`src/hw/rtl/rmq_pkg.sv`:
```
package rmq_pkg;

  localparam int unsigned DataWidth = 16;
  localparam int unsigned FracBits  = 14;
  localparam int unsigned SqrtSteps = 16;
  localparam int unsigned DivSteps  = 24;
  localparam int unsigned Latency   = SqrtSteps + DivSteps + 3;

  localparam logic [1:0] BrTrace = 2'd0;
  localparam logic [1:0] BrM00   = 2'd1;
  localparam logic [1:0] BrM11   = 2'd2;
  localparam logic [1:0] BrM22   = 2'd3;

  typedef struct packed {
    logic signed [15:0] m00;
    logic signed [15:0] m01;
    logic signed [15:0] m02;
    logic signed [15:0] m10;
    logic signed [15:0] m11;
    logic signed [15:0] m12;
    logic signed [15:0] m20;
    logic signed [15:0] m21;
    logic signed [15:0] m22;
  } req_t;

  typedef struct packed {
    logic signed [15:0] q_w;
    logic signed [15:0] q_x;
    logic signed [15:0] q_y;
    logic signed [15:0] q_z;
    logic [1:0]         branch_used;
    logic               invalid;
  } rsp_t;

endpackage

```
`src/hw/rtl/rmq_div.sv`:
```
module rmq_div (
  input  logic        clk_i,
  input  logic [31:0] num_i,
  input  logic [16:0] den_i,
  output logic [23:0] quo_o
);

  logic [16:0] rem_q [rmq_pkg::DivSteps];
  logic [23:0] num_q [rmq_pkg::DivSteps];
  logic [16:0] den_q [rmq_pkg::DivSteps];
  logic [23:0] quo_q [rmq_pkg::DivSteps];

  for (genvar k = 0; k < rmq_pkg::DivSteps; k++) begin : g_st
    logic [16:0] rem_in;
    logic [23:0] num_in;
    logic [16:0] den_in;
    logic [23:0] quo_in;
    logic [17:0] rem_sh;

    if (k == 0) begin : g_first
      assign rem_in = {9'd0, num_i[31:24]};
      assign num_in = num_i[23:0];
      assign den_in = den_i;
      assign quo_in = '0;
    end else begin : g_next
      assign rem_in = rem_q[k-1];
      assign num_in = num_q[k-1];
      assign den_in = den_q[k-1];
      assign quo_in = quo_q[k-1];
    end

    assign rem_sh = {rem_in, num_in[23]};

    always_ff @(posedge clk_i) begin
      num_q[k] <= {num_in[22:0], 1'b0};
      den_q[k] <= den_in;
      if (rem_sh >= {1'b0, den_in}) begin
        rem_q[k] <= 17'(rem_sh - {1'b0, den_in});
        quo_q[k] <= {quo_in[22:0], 1'b1};
      end else begin
        rem_q[k] <= rem_sh[16:0];
        quo_q[k] <= {quo_in[22:0], 1'b0};
      end
    end
  end

  assign quo_o = quo_q[rmq_pkg::DivSteps-1];

endmodule

```
`config.mk`:
```
export PLATFORM = sky130hd
export DESIGN_NAME = rmq_div
export DESIGN_NICKNAME = d
export VERILOG_FILES = /design/src/hw/rtl/rmq_pkg.sv /design/src/hw/rtl/rmq_div.sv
export SDC_FILE = /design/constraint.sdc
export NUM_CORES = 2
export LEC_CHECK = 0
export BUFFER_PORTS_ARGS = -buffer_cell sky130_fd_sc_hd__buf_2
export CELL_PAD_IN_SITES_DETAIL_PLACEMENT = 1
export CELL_PAD_IN_SITES_GLOBAL_PLACEMENT = 1
export CORE_ASPECT_RATIO = 2
export CORE_MARGIN = 5
export CORE_UTILIZATION = 45
export DETAILED_ROUTE_END_ITERATION = 16
export PLACE_DENSITY_LB_ADDON = 0.1
export REMOVE_ABC_BUFFERS = 1
export SYNTH_ARGS = -nofsm -noshare
export SYNTH_HDL_FRONTEND = slang
export SYNTH_SLANG_ARGS = --single-unit
export TNS_END_PERCENT = 10
```
`constraint.sdc`:
```
create_clock -name clk_i -period 2.9 [get_ports clk_i]
set_clock_uncertainty 0.05 [all_clocks]
set_input_delay 0.58 -clock clk_i [delete_from_list [all_inputs] [get_ports clk_i]]
set_output_delay 0.58 -clock clk_i [all_outputs]
set_load 0.03 [all_outputs]
```
After elaboration in Yosys (flattened, before gate mapping)
Memories as Yosys holds them, arrays and structs flattened.
Cells that the tools add are included.
W data, S select, Z words.

operators by class
  add/subtract/negate cells = 24
  $lt $le $gt $ge = 24
  mux-type cells = 120
  bitwise gates (word level) = 48

operators by type and width
  operator          count
  $mux W24          24
  $ge A18 B17 Y1    23
  $mux W17          24
  $sub A17 B17 Y17  23
  $mux W1           72
  $or A1 B1 Y1      48
  $ge A9 B17 Y1     1
  $sub A9 B17 Y17   1

word-level totals
  register bits after elaboration = 0
  RAM bits = 1944
  output and inout port bits = 24
  word-level logic and storage cells = 220
  memories = 4

memory list
  memory  words  width  read ports  clocked after memory_dff  wr ports  RTL line       RTL
  quo_q   24     24     24          0                         24        rmq_div.sv:11  logic [23:0] quo_q [rmq_pkg::DivSteps];
  num_q   24     23     23          0                         24        rmq_div.sv:9   logic [23:0] num_q [rmq_pkg::DivSteps];
  den_q   24     17     23          0                         24        rmq_div.sv:10  logic [16:0] den_q [rmq_pkg::DivSteps];
  rem_q   24     17     23          0                         24        rmq_div.sv:8   logic [16:0] rem_q [rmq_pkg::DivSteps];

Depth between registers and ports, before layout
An unclocked memory read counts as a cell.

  depth after elaboration = 5
  mapped depth = 13
  depth with buffers taken out = 12

Least setup slack after synthesis
OpenSTA, ideal clock, no wires.

  path type = register to register
  start point = memory num_q[2][22] in the netlist's numbering
  end point = memory rem_q[3][8], in the netlist rem_q[1][25]
  setup time = 0.121 ns
  arrival = 2.899 ns
  data required time = 2.729 ns
  slack = -0.171 ns
  stages on the path, launching flop included = 14
  buffers on the path = 2
  cell sequence = dfxtp_1 inv_1 ha_1 inv_1 fa_1 a211o_1 o211ai_2 a21oi_2 o41ai_4 a21oi_1 or4b_1 buf_4 buf_6 mux2_4

RTL lines
  element          RTL line
  start, declared  rmq_div.sv:9
  end, declared    rmq_div.sv:8

==> flow_metrics.env <==
export IMPL_final_net_count=5981
export IMPL_synth_area_um2=51700
export IMPL_syn_inst=4856
export IMPL_ys_seq_area_share_pct=52.6
export IMPL_synthTopCellsByCount="dfxtp_1 (1358), inv_1 (490), ha_1 (400), a21oi_1 (310), o21ai_0 (277)"
export IMPL_drt_total_wl_mm=151
export IMPL_reg2reg_slack_ns=-0.40
export IMPL_h_tree_depth=3
export IMPL_die_x_um=250
export IMPL_power_density_nw_per_um2=1200
export IMPL_violations="setup timing"
export IMPL_synth_area_leader_cell="dfxtp_1"
export IMPL_setup_slack_ns=-0.402
export IMPL_synth_edff_count=0
export IMPL_fin_area_um2=63400
export IMPL_synth_area_top_cells="dfxtp_1 (53%), ha_1 (9.7%), mux2_2 (4.5%), inv_1 (3.6%), a21oi_1 (3.0%)"
export IMPL_max_slew_margin_pct=33.8
export IMPL_critPathRequiredTime_ns=3.46
export IMPL_arrival_ns=3.86
export IMPL_area_delta_synth_final_pct=22.6
export IMPL_r2r_cells=14
export IMPL_clkSlewWorstSetupHoldPaths_ns=0.07
export IMPL_hold_ws_ns=0.241
export IMPL_finish_utilization_pct=55.3
export IMPL_gp_congestion=0.886
export IMPL_end_kind="flop"
export IMPL_hold_depth=0
export IMPL_initial_core_util_pct=45.1
export IMPL_routed_via_density=5.28
export IMPL_drc=0
export IMPL_portBuffers=73
export IMPL_grt_pass1_wl_mm=227
export IMPL_antenna_found_initial=3
export IMPL_worstHoldStart="num_q[5][10]"
export IMPL_grt_ovfl_total=0
export IMPL_ir_drop_uv=673
export IMPL_ant_nets=0
export IMPL_period_minus_slack_ns=3.30
export IMPL_groute_usage_overall_pct=24.1
export IMPL_cp_start_kind="flop"
export IMPL_hold_path_class="reg -> reg"
export IMPL_p_leak_nw=28.9
export IMPL_vias=37600
export IMPL_rsz0062_at_grt="yes"
export IMPL_drt_iter0_drc=1033
export IMPL_tightest_slew_ns=0.967
export IMPL_dr_pass1_iters=4
export IMPL_worstSkewPairLatency_ns=0.79
export IMPL_tritoncts="yes"
export IMPL_max_freq_mhz=303
export IMPL_r2r_end="rem_q[5][13]"
export IMPL_slew_violations=0
export IMPL_clockBufferDepth=3
export IMPL_drive_gt1_share_pct=21.6
export IMPL_wl_per_cell_um=21.2
export IMPL_ys_types=88
export IMPL_coreArea_um2=115000
export IMPL_die_h_um=489
export IMPL_synth_warning_count=0
export IMPL_fin_crit_sh_pct=114
export IMPL_dpl_cell_area_um2=57200
export IMPL_yosysTopAreaCellShare_pct=52.6
export IMPL_hold_violations=0
export IMPL_crit_path_start="num_q[9][22]"
export IMPL_crit_path_max_fanout=4
export IMPL_hpwl_mm=120
export IMPL_outcome="finished with violations"
export IMPL_cts_root_buf="clkbuf_16"
export IMPL_pre_cts_ws_ns=-0.805
export IMPL_total_power_mw=76.0
export IMPL_die_area_um2=122000
export IMPL_clock_sinks=1358
export IMPL_syn_avg_cell_area_um2=10.7
export IMPL_setup_viol=123
export IMPL_holdPathEnd="num_q[6][11]"
export IMPL_io_pins=74
export IMPL_async_reset_ff_share_pct=0
export IMPL_rows=176
export IMPL_reg2reg_from="num_q[9][22]"
export IMPL_grt_pass1_vias=42700
export IMPL_synth_flop_cell="dfxtp_1"
export IMPL_grt_start_max_net_pins=23
export IMPL_yosysMostFrequentCell="dfxtp_1"
export IMPL_ys_ff_latch=1358
export IMPL_maxCapViolCount=0
export IMPL_cts_buffers=116
export IMPL_crit_type="reg -> reg"
## area by class of cell
cell class / instances / area (um^2)
Antenna cell: 9 / 22.5
Sequential cell: 1358 / 27200
Clock buffer: 150 / 3280
Multi-Input combinational cell: 2941 / 23200
Fill cell: 12300 / 51300
Inverter: 490 / 1840
Clock inverter: 71 / 1010
Tap cell: 1513 / 1890
Timing Repair Buffer: 601 / 4910
## flip-flops by register name, summed over array words and instances (netlist names)
register	flops
quo_q	300
rem_q	391
den_q	391
num_q	276
## routing by layer
| metal | track usage (%) | share of wire [%] |
|---|---|---|
| met2 | 54.1 | 62 |
| met5 | 0 | 0 |
| met1 | 14.5 | 24 |
| met4 | 23.2 | 12 |
| met3 | 2.85 | 2.2 |
## worst max-delay path: stages (launching register included)
cell	delay [ns]
dfxtp_2	0.32
inv_2	0.08
ha_4	0.14
inv_2	0.04
fa_2	0.36
a211oi_2	0.25
buf_4	0.17
o21ai_2	0.06
a21oi_2	0.17
o31a_1	0.30
o211ai_1	0.22
a311oi_4	0.37
buf_12	0.18
clkbuf_16	0.16
mux2_4	0.29
## metrics by stage
stage               cells  TNS, ns
floorplan            4788   -74.69
global placement     6819   -74.89
detailed placement   6819   -85.90
CTS                  7114   -29.85
global route         7133   -38.74
finish               7133   -22.71
## cells in the final DEF, fill, tap and decap left out, types with 161 or more instances in the layout
cell,instances
dfxtp_1,1337
inv_1,472
buf_4,428
ha_1,384
a21oi_1,289
nand2_1,270
o21ai_0,249
nor2_1,232
mux2_2,181
xnor2_1,161
## power breakdown
| group | internal (mW) | switching (mW) | total (mW) |
|---|---|---|---|
| clock | 9.56 | 7.41 | 17.0 |
| sequential | 23.1 | 2.72 | 25.8 |
| combinational | 16.1 | 17.1 | 33.2 |
## timing repair
item,CTS,global route
setup buffers,22,7
gates resized for setup,154,126
setup endpoints to repair,322,349
pin swaps,40,33
hold buffers,49,0
gates cloned,3,2
endpoints found under the hold margin,49,0
## how the worst max path moves through the flow
| stage | slack (ns) | end |
|---|---|---|
| global route | -0.48 | rem_q[5][13] |
| detailed placement | -0.81 | rem_q[2][17] |
| CTS | -0.43 | rem_q[3][30] |
| floorplan | -1.51 | rem_q[10][1] |
| finish | -0.40 | rem_q[5][13] |
| global placement | -0.77 | rem_q[2][18] |
## cells by family (layout without fill, tap and decap cells)
group	after synthesis	in the layout	synth area share, %
and+or+nand+nor	870	871	8.05
buffers and inverters	558	1312	4.24
other	0	9	0
adders and majority gates	423	423	10.6
AOI/OAI and AO/OA	1101	1101	13.9
DFF	1358	1358	52.6
muxes	274	274	6.13
xor gates and xnor gates	272	272	4.61
(Power assumes the default switching activity.)
