**config.mk**
```make
export PLATFORM = sky130hd
export DESIGN_NAME = rmq_sqrt
export DESIGN_NICKNAME = d
export VERILOG_FILES = /design/src/hw/rtl/rmq_pkg.sv /design/src/hw/rtl/rmq_sqrt.sv
export SDC_FILE = /design/constraint.sdc
export NUM_CORES = 1
export LEC_CHECK = 0
export ABC_AREA = 1
export BUFFER_PORTS_ARGS = -buffer_cell sky130_fd_sc_hd__buf_4
export CAP_MARGIN = 5
export CORE_ASPECT_RATIO = 1.25
export CORE_MARGIN = 1.5
export CORE_UTILIZATION = 51
export CTS_BUF_LIST = sky130_fd_sc_hd__clkbuf_16
export CTS_CLUSTER_DIAMETER = 50
export DETAILED_ROUTE_END_ITERATION = 10
export PLACE_DENSITY = 0.7
export SLEW_MARGIN = 15
export SYNTH_ARGS = -nofsm -noshare
export SYNTH_HDL_FRONTEND = slang
export SYNTH_SLANG_ARGS = --single-unit
```
**constraint.sdc**
```tcl
create_clock -name clk_i -period 3.3 [get_ports clk_i]
set_input_delay 0.495 -clock clk_i [delete_from_list [all_inputs] [get_ports clk_i]]
set_output_delay 0.495 -clock clk_i [all_outputs]
set_load 0.02 [all_outputs]
```
**src/hw/rtl/rmq_pkg.sv**
```systemverilog
package rmq_pkg;

  localparam int unsigned DataWidth = 16;
  localparam int unsigned FracBits  = 14;
  localparam int unsigned SqrtSteps = 16;
  localparam int unsigned DivSteps  = 24;
  localparam int unsigned Latency   = SqrtSteps + DivSteps + 3;

  localparam logic [1:0] BrTrace = 2'd0;
  localparam logic [1:0] BrM00   = 2'd1;
  localparam logic [1:0] BrM11   = 2'd2;
  localparam logic [1:0] BrM22   = 2'd3;

  typedef struct packed {
    logic signed [15:0] m00;
    logic signed [15:0] m01;
    logic signed [15:0] m02;
    logic signed [15:0] m10;
    logic signed [15:0] m11;
    logic signed [15:0] m12;
    logic signed [15:0] m20;
    logic signed [15:0] m21;
    logic signed [15:0] m22;
  } req_t;

  typedef struct packed {
    logic signed [15:0] q_w;
    logic signed [15:0] q_x;
    logic signed [15:0] q_y;
    logic signed [15:0] q_z;
    logic [1:0]         branch_used;
    logic               invalid;
  } rsp_t;

endpackage

```
**src/hw/rtl/rmq_sqrt.sv**
```systemverilog
module rmq_sqrt (
  input  logic        clk_i,
  input  logic [31:0] rad_i,
  output logic [15:0] root_o
);

  logic [17:0] rem_q  [rmq_pkg::SqrtSteps];
  logic [15:0] root_q [rmq_pkg::SqrtSteps];
  logic [31:0] rad_q  [rmq_pkg::SqrtSteps];

  for (genvar k = 0; k < rmq_pkg::SqrtSteps; k++) begin : g_st
    logic [17:0] rem_in;
    logic [15:0] root_in;
    logic [31:0] rad_in;
    logic [19:0] rem_sh;
    logic [19:0] trial;

    if (k == 0) begin : g_first
      assign rem_in  = '0;
      assign root_in = '0;
      assign rad_in  = rad_i;
    end else begin : g_next
      assign rem_in  = rem_q[k-1];
      assign root_in = root_q[k-1];
      assign rad_in  = rad_q[k-1];
    end

    assign rem_sh = {rem_in, rad_in[31:30]};
    assign trial  = {2'b00, root_in, 2'b01};

    always_ff @(posedge clk_i) begin
      rad_q[k] <= {rad_in[29:0], 2'b00};
      if (rem_sh >= trial) begin
        rem_q[k]  <= 18'(rem_sh - trial);
        root_q[k] <= {root_in[14:0], 1'b1};
      end else begin
        rem_q[k]  <= rem_sh[17:0];
        root_q[k] <= {root_in[14:0], 1'b0};
      end
    end
  end

  assign root_o = root_q[rmq_pkg::SqrtSteps-1];

endmodule

```
## Yosys cells after proc, flatten, opt, wreduce, memory -nomap -nowiden

Memories as Yosys holds them, arrays and structs flattened.
Index checks and enable logic that the tools add are counted.

- Bitwise gates (word level): 32
- Mux-type cells: 80
- $lt $le $gt $ge: 16
- $add $sub $neg: 16

Operator list:

| cell | number |
|---|---|
| 20-bit by 18-bit greater-or-equal comparator with 1-bit output | 15 |
| 18-bit 2-to-1 mux | 16 |
| 18-bit subtractor | 15 |
| 16-bit 2-to-1 mux | 16 |
| 1-bit 2-to-1 mux | 48 |
| 1-bit OR | 32 |
| 2-bit by 1-bit subtractor with 3-bit output (second input constant) | 1 |
| 2-bit by 1-bit greater-or-equal comparator with 1-bit output (second input constant) | 1 |

- Bits of input ports: 33
- Flip-flop bits (word level): 0
- Bits in writable memories: 1024
- Memories: 3
- Word-level logic and storage cells: 147
- Output and inout port bits: 16

Memories:

| name | words | width | read ports | clocked after Yosys merged registers in | wr ports | RTL line | RTL |
|---|---|---|---|---|---|---|---|
| rad_q | 16 | 30 | 15 | 0 | 16 | rmq_sqrt.sv:9 | `logic [31:0] rad_q [rmq_pkg::SqrtSteps];` |
| rem_q | 16 | 18 | 15 | 0 | 16 | rmq_sqrt.sv:7 | `logic [17:0] rem_q [rmq_pkg::SqrtSteps];` |
| root_q | 16 | 16 | 16 | 0 | 16 | rmq_sqrt.sv:8 | `logic [15:0] root_q [rmq_pkg::SqrtSteps];` |

## Longest topological paths before layout

Gate-level depths: netlist (run 1).
An unclocked memory read counts as a cell.

- Depth after elaboration: 5
- Mapped depth: 14
- Depth with buffers taken out: 14

## Worst setup path after synthesis (run 1)

OpenSTA, ideal clock, no wires.

- Kind: register to register
- From: memory root_q[10][1] (netlist: root_q[1][33])
- To: memory rem_q[11][4] (netlist: rem_q[1][58])
- Buffers on the path: 2
- Stages on the path, launching flop included: 13
- Required time: 3188 ps
- Setup time: 112 ps
- Slack: 1547 ps
- Data arrival time: 1641 ps
- Cell sequence: dfxtp_1 > inv_1 > ha_1 > a21oi_1 > o21ai_4 > nand3_2 > nand2_1 > nand2_1 > nand2_2 > buf_6 > buf_12 > nand2_2 > nand2_1

RTL lines:

| item | RTL line |
|---|---|
| start, declared | rmq_sqrt.sv:8 |
| end, declared | rmq_sqrt.sv:7 |

==> run_results.csv, run 1 <==
group,metric,value,unit
sta,finalSetupViolCount,0,
power,power.density,789,nW/um^2
drt,drtAntennaViolNets,0,
placement,place_area,27100,um^2
worst_setup_path,worst_setup_path_end_kind,"flip-flop",
floorplanning,dieArea,52700,um^2
layout,n_antenna_cell,0,
global_route,grt_pass1_vias,19400,
sta,slew_violations,0,
synthesis,synth_adder_area_share,7.32,%
flow_run,timing.max_cap.violations,0,
synthesis,ys_ff_latch,626,
clock_network,ctsRootBufferMaster,"clkbuf_16",
global_route,overflow,0,
drt,viasPerCell,4.88,
placement,portBuffers,48,
synthesis,synth_top_area_share,47.9,%
synthesis,synth_compound_area_share,6.80,%
floorplanning,initial_core_util,51.8,%
synthesis,yosys.area_share.simple,26.5,%
layout,final_util,58.5,%
synthesis,synth_common_cells,"nand2_1 (948), dfxtp_1 (626), inv_1 (481)",
synthesis,seq_area_frac_synth,47.9,%
synthesis,synth_area_leader_cell,"dfxtp_1",
synthesis,synth_top_family_by_area,"simple AND/OR/NAND/NOR gates",
synthesis,synth_cell_type_count,43,
synthesis,syn_avg_cell_area,7.87,um^2
synthesis,syn_area,26200,um^2
global_route,grt_first_pass_wirelength,94.5,mm
drt,vias,20200,
drt,drt-initial-drc-count,1232,
floorplanning,coreArea,50500,um^2
sta,rsz0062_at_grt,"false",
layout,area_delta_synth_final,13.0,%
worst_setup_path,worstPathRequired,3850,ps
sta,clock_skew,22.4,ps
synthesis,synth-edff-count,0,
clock_network,cts_tree,"yes",
synthesis,synth_warnings,0,
placement,gp_congestion,0.918,
synthesis,synth_most_common_cell,"nand2_1",
clock_network,path_clk_slew,60,ps
sta,post-route-min-period,2340,ps
global_route,antenna_found_initial,0,
synthesis,ys.flop_type,"dfxtp_1",
floorplanning,ios,49,
floorplanning,die_y,256,um
synthesis,syn_nets,3513,
sta,max_freq,428,MHz
sta,hold_viol,0,
global_route,grt_use_total,22.3,%
power,p_leak,0.0153,uW
worst_setup_path,worstSetupPathType,"flip-flop to flip-flop",
drt,drt_pre_antenna_iters,6,
status,status,"complete, no violations",
power,irDropWorstVdd,0.603,mV
synthesis,synth_area_leaders,"dfxtp_1 (48%), nand2_1 (14%), ha_1 (7.3%), inv_1 (6.9%), nor2_1 (4.1%)",
layout,nNetsFinal,3630,
synthesis,synth_xor_xnor_area_share,3.35,%
floorplanning,die_w,206,um
drt,drt_wl_total,57.5,mm
clock_network,cts_buffers,61,
worst_setup_path,critical_path_arrival,2880,ps
drt,wire_per_inst,13.8,um
placement,dp_slack,954,ps
synthesis,async_reset_ff_share,0,%
worst_setup_path,cp-start-kind,"flip-flop",
sta,max_slew_margin,46.0,%
clock_network,clkSinkCount,626,
placement,dp_hpwl,44.7,mm
layout,layout-drive-gt1-share,8.67,%
layout,final_area,29600,um^2
sta,min_period_over_period,70.8,%
synthesis,synth_cells,3327,
worst_setup_path,crit_fanout,22,
floorplanning,fp-row-count,92,
sta,worst_pin_slew,809,ps
sta,setup_ws,964,ps
clock_network,insertion_delay,640,ps
drt,drc_errors,0,
power,power,23300,uW
clock_network,cts_buffer_depth,3,
sta,tns,0,ps
synthesis,synth_mux_area_share,0,%
worst_hold_path,hold_path_class,"primary input to flip-flop",
clock_network,cts_setup_buffers,0,
global_route,grt_max_degree,25,
clock_network,htreeDepth,2,
what timing repair did:
item	CTS	global route
setup endpoints to repair	0	0
endpoints found under the hold margin	31	0
hold buffers	31	0
resized for setup	0	0
stage by stage:
stage                     hold slack (ps)  cells
final                                55.6   4153
after floorplan                       310   3327
after detailed placement              312   4008
after CTS                            15.6   4153
after global placement                310   4008
after global routing                 34.1   4153
final cells by class:
class / instances / area [um^2]
flip-flops and latches: 626 / 12500
clock buffers: 61 / 1530
multi-input cells: 2176 / 11500
well taps: 658 / 823
fillers: 4603 / 21000
repair buffers: 80 / 678
clock inverters: 53 / 633
inverters: 499 / 1880
critical path, stage by stage (launching register included):
cell and delay [ps]:
dfxtp_1 370, inv_1 60, ha_1 350, nand2_1 140, inv_1 50, nand2_1 60, nand2_1 60, a21oi_1 170
nand2_1 100, nor2_2 630, nand2_1 110, o21ai_1 150
cells by family after synthesis:
group                      count (synthesis)
buffers and inverters                    525
xor gates and xnor gates                 100
other                                      1
adders and majority gates                153
and+or+nand+nor                         1622
DFF                                      626
AOI/OAI and AO/OA                        300
sequential cells by signal, indices dropped and copies added (netlist names):
signal / count
root_q: 136
rad_q: 240
rem_q: 250
where the power goes:
group	internal [uW]	switching, uW
Clock	4230	3070
Sequential	8980	1030
Combinational	2210	3820
layer usage:
layer	track usage, %	part of all wire, %	up-vias
met5	0	0	-
met4	8.94	3.6	0
met3	3.01	3.8	125
met2	39.0	49	415
met1	27.4	44	9043
li1	-	-	10700
final timing paths:
| path | cells past startpoint | slack [ps] | startpoint | end |
|---|---|---|---|---|
| hold reg to reg | 0 | 310 | rad_q[1][53] | rad_q[1][85] |
| setup / recovery | 11 | 960 | root_q[0][116] | rem_q[1][5] |
| hold / removal | 3 | 60 | rad_i[31] | rem_q[0][1] |
| setup reg to reg | 11 | 960 | root_q[0][116] | rem_q[1][5] |
cells in the final DEF (no fill, tap or decap), types with 5 or more instances in the layout:
cell type / count
nand2_1: 948
dfxtp_1: 626
inv_1: 489
nor2_1: 283
nand3_1: 194
ha_1: 153
a21oi_1: 121
o21ai_0: 76
xor2_1: 67
clkbuf_16: 61
nand4_1: 50
buf_4: 49
a21oi_2: 42
nand3b_1: 33
xnor2_1: 33
nand2_2: 32
nor3_1: 31
dlygate4sd3_1: 31
o21ai_1: 28
inv_2: 16
o21ai_2: 15
nor2_2: 14
bufinv_16: 10
inv_6: 9
clkinv_2: 8
nor2_4: 7
nand3_2: 7
o21bai_1: 6
or2_2: 6
clkinvlp_4: 5
Note: power is estimated with default switching activity, not from simulation.
==> inputs of run 2 (changes only) <==
- ABC_AREA: 1 -> 0
- clock period: 3.3 -> 2.3 ns (I/O delays scaled with it)
==> run_results.csv, run 2 <==
group,metric,value,unit
power,power.density,1070,nW/um^2
synthesis,synth_mux_area_share,2.30,%
synthesis,synth_adder_area_share,8.35,%
drt,viasPerCell,5.17,
layout,layout-drive-gt1-share,25.0,%
drt,drtAntennaViolNets,0,
power,power,31200,uW
sta,finalSetupViolCount,11,
floorplanning,fp-row-count,86,
clock_network,path_clk_slew,70,ps
worst_setup_path,critical_path_arrival,2930,ps
clock_network,clkSinkCount,626,
global_route,antenna_found_initial,0,
global_route,grt_first_pass_wirelength,75.9,mm
sta,min_period_over_period,105,%
worst_setup_path,r2r-start,"root_q[1][73]",
drt,drt_wl_total,47.9,mm
synthesis,syn_avg_cell_area,10.4,um^2
global_route,overflow,0,
global_route,grt_max_degree,22,
synthesis,async_reset_ff_share,0,%
layout,area_delta_synth_final,27.7,%
synthesis,synth_area_leader_cell,"dfxtp_1",
sta,post-route-min-period,2420,ps
synthesis,syn_area,22900,um^2
drt,drt_pre_antenna_iters,5,
layout,largest_register_ffs,250,
worst_setup_path,reg2reg_slack,-120,ps
sta,clock_skew,31.4,ps
worst_setup_path,cp-start-kind,"flip-flop",
placement,gp_congestion,0.871,
layout,regMostFlops,"rem_q",
clock_network,ctsRootBufferMaster,"clkbuf_16",
floorplanning,die_y,240,um
synthesis,synth_compound_area_share,11.1,%
sta,rsz0062_at_grt,"true",
clock_network,insertion_delay,630,ps
synthesis,synth_most_common_cell,"dfxtp_1",
worst_setup_path,cp_cell_sequence,"inv_2 > ha_4 > buf_4 > a21o_1 > a211oi_2 > a21boi_2 > nor3b_4 > bufinv_8 > mux2_4",
placement,portBuffers,48,
clock_network,cts_buffer_depth,3,
synthesis,synth_xor_xnor_area_share,6.99,%
synthesis,synth_warnings,0,
placement,dp_hpwl,34.2,mm
drt,drc_errors,0,
synthesis,synth_cell_type_count,81,
worst_hold_path,whs_path_depth,0,
synthesis,synth_top_family_by_area,"simple AND/OR/NAND/NOR gates",
floorplanning,initial_core_util,51.8,%
synthesis,yosys.area_share.simple,12.9,%
layout,reg_top3,"rem_q: 250 flops, rad_q: 240 flops, root_q: 136 flops",
worst_setup_path,crit_fanout,7,
worst_setup_path,crit_path_top_delay_cell,"a211oi_2",
sta,max_freq,414,MHz
worst_setup_path,worst_setup_path_end_kind,"flip-flop",
power,p_leak,0.0136,uW
layout,final_cell_mix,"dfxtp_1 (588), buf_4 (271), inv_1 (175), nor2_1 (147), a21oi_1 (127)",
worst_setup_path,cpPeakStageDelay,360,ps
power,irDropWorstVdd,0.905,mV
layout,final_util,66.2,%
synthesis,synth_cells,2198,
synthesis,syn_nets,2384,
worst_hold_path,hold_path_class,"flip-flop to flip-flop",
status,status,"complete, but fails checks",
synthesis,synth_common_cells,"dfxtp_1 (626), inv_1 (181), nor2_1 (155)",
status,violations,"setup timing",
worst_setup_path,rr_endpoint,"rem_q[1][93]",
worst_setup_path,worstPathRequired,2810,ps
layout,layout_commonest_cell,"dfxtp_1",
floorplanning,coreArea,44200,um^2
floorplanning,die_w,193,um
floorplanning,ios,49,
clock_network,htreeDepth,2,
global_route,grt_pass1_vias,16400,
floorplanning,dieArea,46200,um^2
sta,hold_viol,0,
sta,slew_violations,0,
sta,tns,-814,ps
worst_setup_path,worstSetupPathType,"flip-flop to flip-flop",
clock_network,cts_tree,"yes",
placement,dp_slack,-145,ps
drt,drt-initial-drc-count,642,
clock_network,cts_buffers,59,
synthesis,synth_top_area_share,54.7,%
drt,vias,16400,
synthesis,synth-edff-count,0,
layout,nNetsFinal,2733,
sta,max_slew_margin,61.5,%
synthesis,synth_area_leaders,"dfxtp_1 (55%), ha_1 (8.4%), xnor2_1 (3.6%), xor2_1 (3.4%), inv_1 (3.0%)",
worst_hold_path,holdCritStartpoint,"rad_q[1][52]",
synthesis,ys_ff_latch,626,
sta,worst_pin_slew,572,ps
synthesis,seq_area_frac_synth,54.7,%
drt,wire_per_inst,15.1,um
sta,setup_ws,-117,ps
global_route,grt_use_total,20.2,%
worst_hold_path,hold_end,"rad_q[1][84]",
worst_setup_path,r2r_cells,9,
flow_run,timing.max_cap.violations,0,
synthesis,ys.flop_type,"dfxtp_1",
layout,n_antenna_cell,0,
## run 2: repair_timing
item,in CTS,in global routing
setup endpoints to repair,72,174
cloned,1,5
pin swaps,8,51
resized for setup,41,207
buffers inserted,9,26
endpoints found under the hold margin,33,0
hold buffers,33,0
## run 2: area by class of cell
type | count | area, um^2
clock buffer | 59 | 1480
clock inverter | 50 | 460
fill | 3315 | 15000
inverter | 185 | 711
multi-input combinational | 1356 | 10700
sequential | 626 | 12600
tap | 572 | 716
timing repair buffer | 318 | 2600
timing repair inverter | 1 | 6.26
## run 2: where the power goes
group	switching, uW	internal, uW
clock	4230	5230
combinational	3470	3980
sequential	1510	12800
## run 2: logic make-up after synthesis
kind of cell	Yosys count
xor gates and xnor gates	182
AOI/OAI and AO/OA	399
DFF	626
buffers and inverters	217
other	1
muxes	46
and+or+nand+nor	574
adders and majority gates	153
## run 2: through the flow
stage	instance area [um^2]	hold slack, ps	std cells
2_1_floorplan	23100	310	2198
3_3_place_gp	25600	310	2985
3_5_place_dp	25600	312	2985
4_1_cts	28100	312	3137
5_1_grt	29300	324	3167
6_report	29300	322	3167
## run 2: worst max path at each step
stage,startpoint,end,slack [ps],depth (start not counted)
after CTS,rem_q[0][132],rem_q[1][4],-60,6
after floorplan,root_q[1][69],rem_q[1][100],3,11
after global routing,rem_q[1][76],rem_q[1][94],-250,9
final,root_q[1][73],rem_q[1][93],-120,9
after detailed placement,root_q[1][67],rem_q[1][97],-150,9
after global placement,root_q[1][67],rem_q[1][93],-80,9
## run 2: worst max-delay path, delay by kind of cell (launching register included)
family | cells | cell delay (ps)
compound gates | 3 | 700
buf+inv | 3 | 460
flops | 1 | 330
simple gates | 1 | 300
mux | 1 | 300
fa+ha+maj | 1 | 220
## run 2: metal layers
layer	part of all wire [%]	wire (um)	up-vias	global-route usage (%)
met5	0	0	-	0
met4	2.8	1360	0	7.05
met3	3.2	1510	102	3.31
met2	54	25900	260	38.6
met1	40	19100	7718	22.2
li1	-	-	8282	-
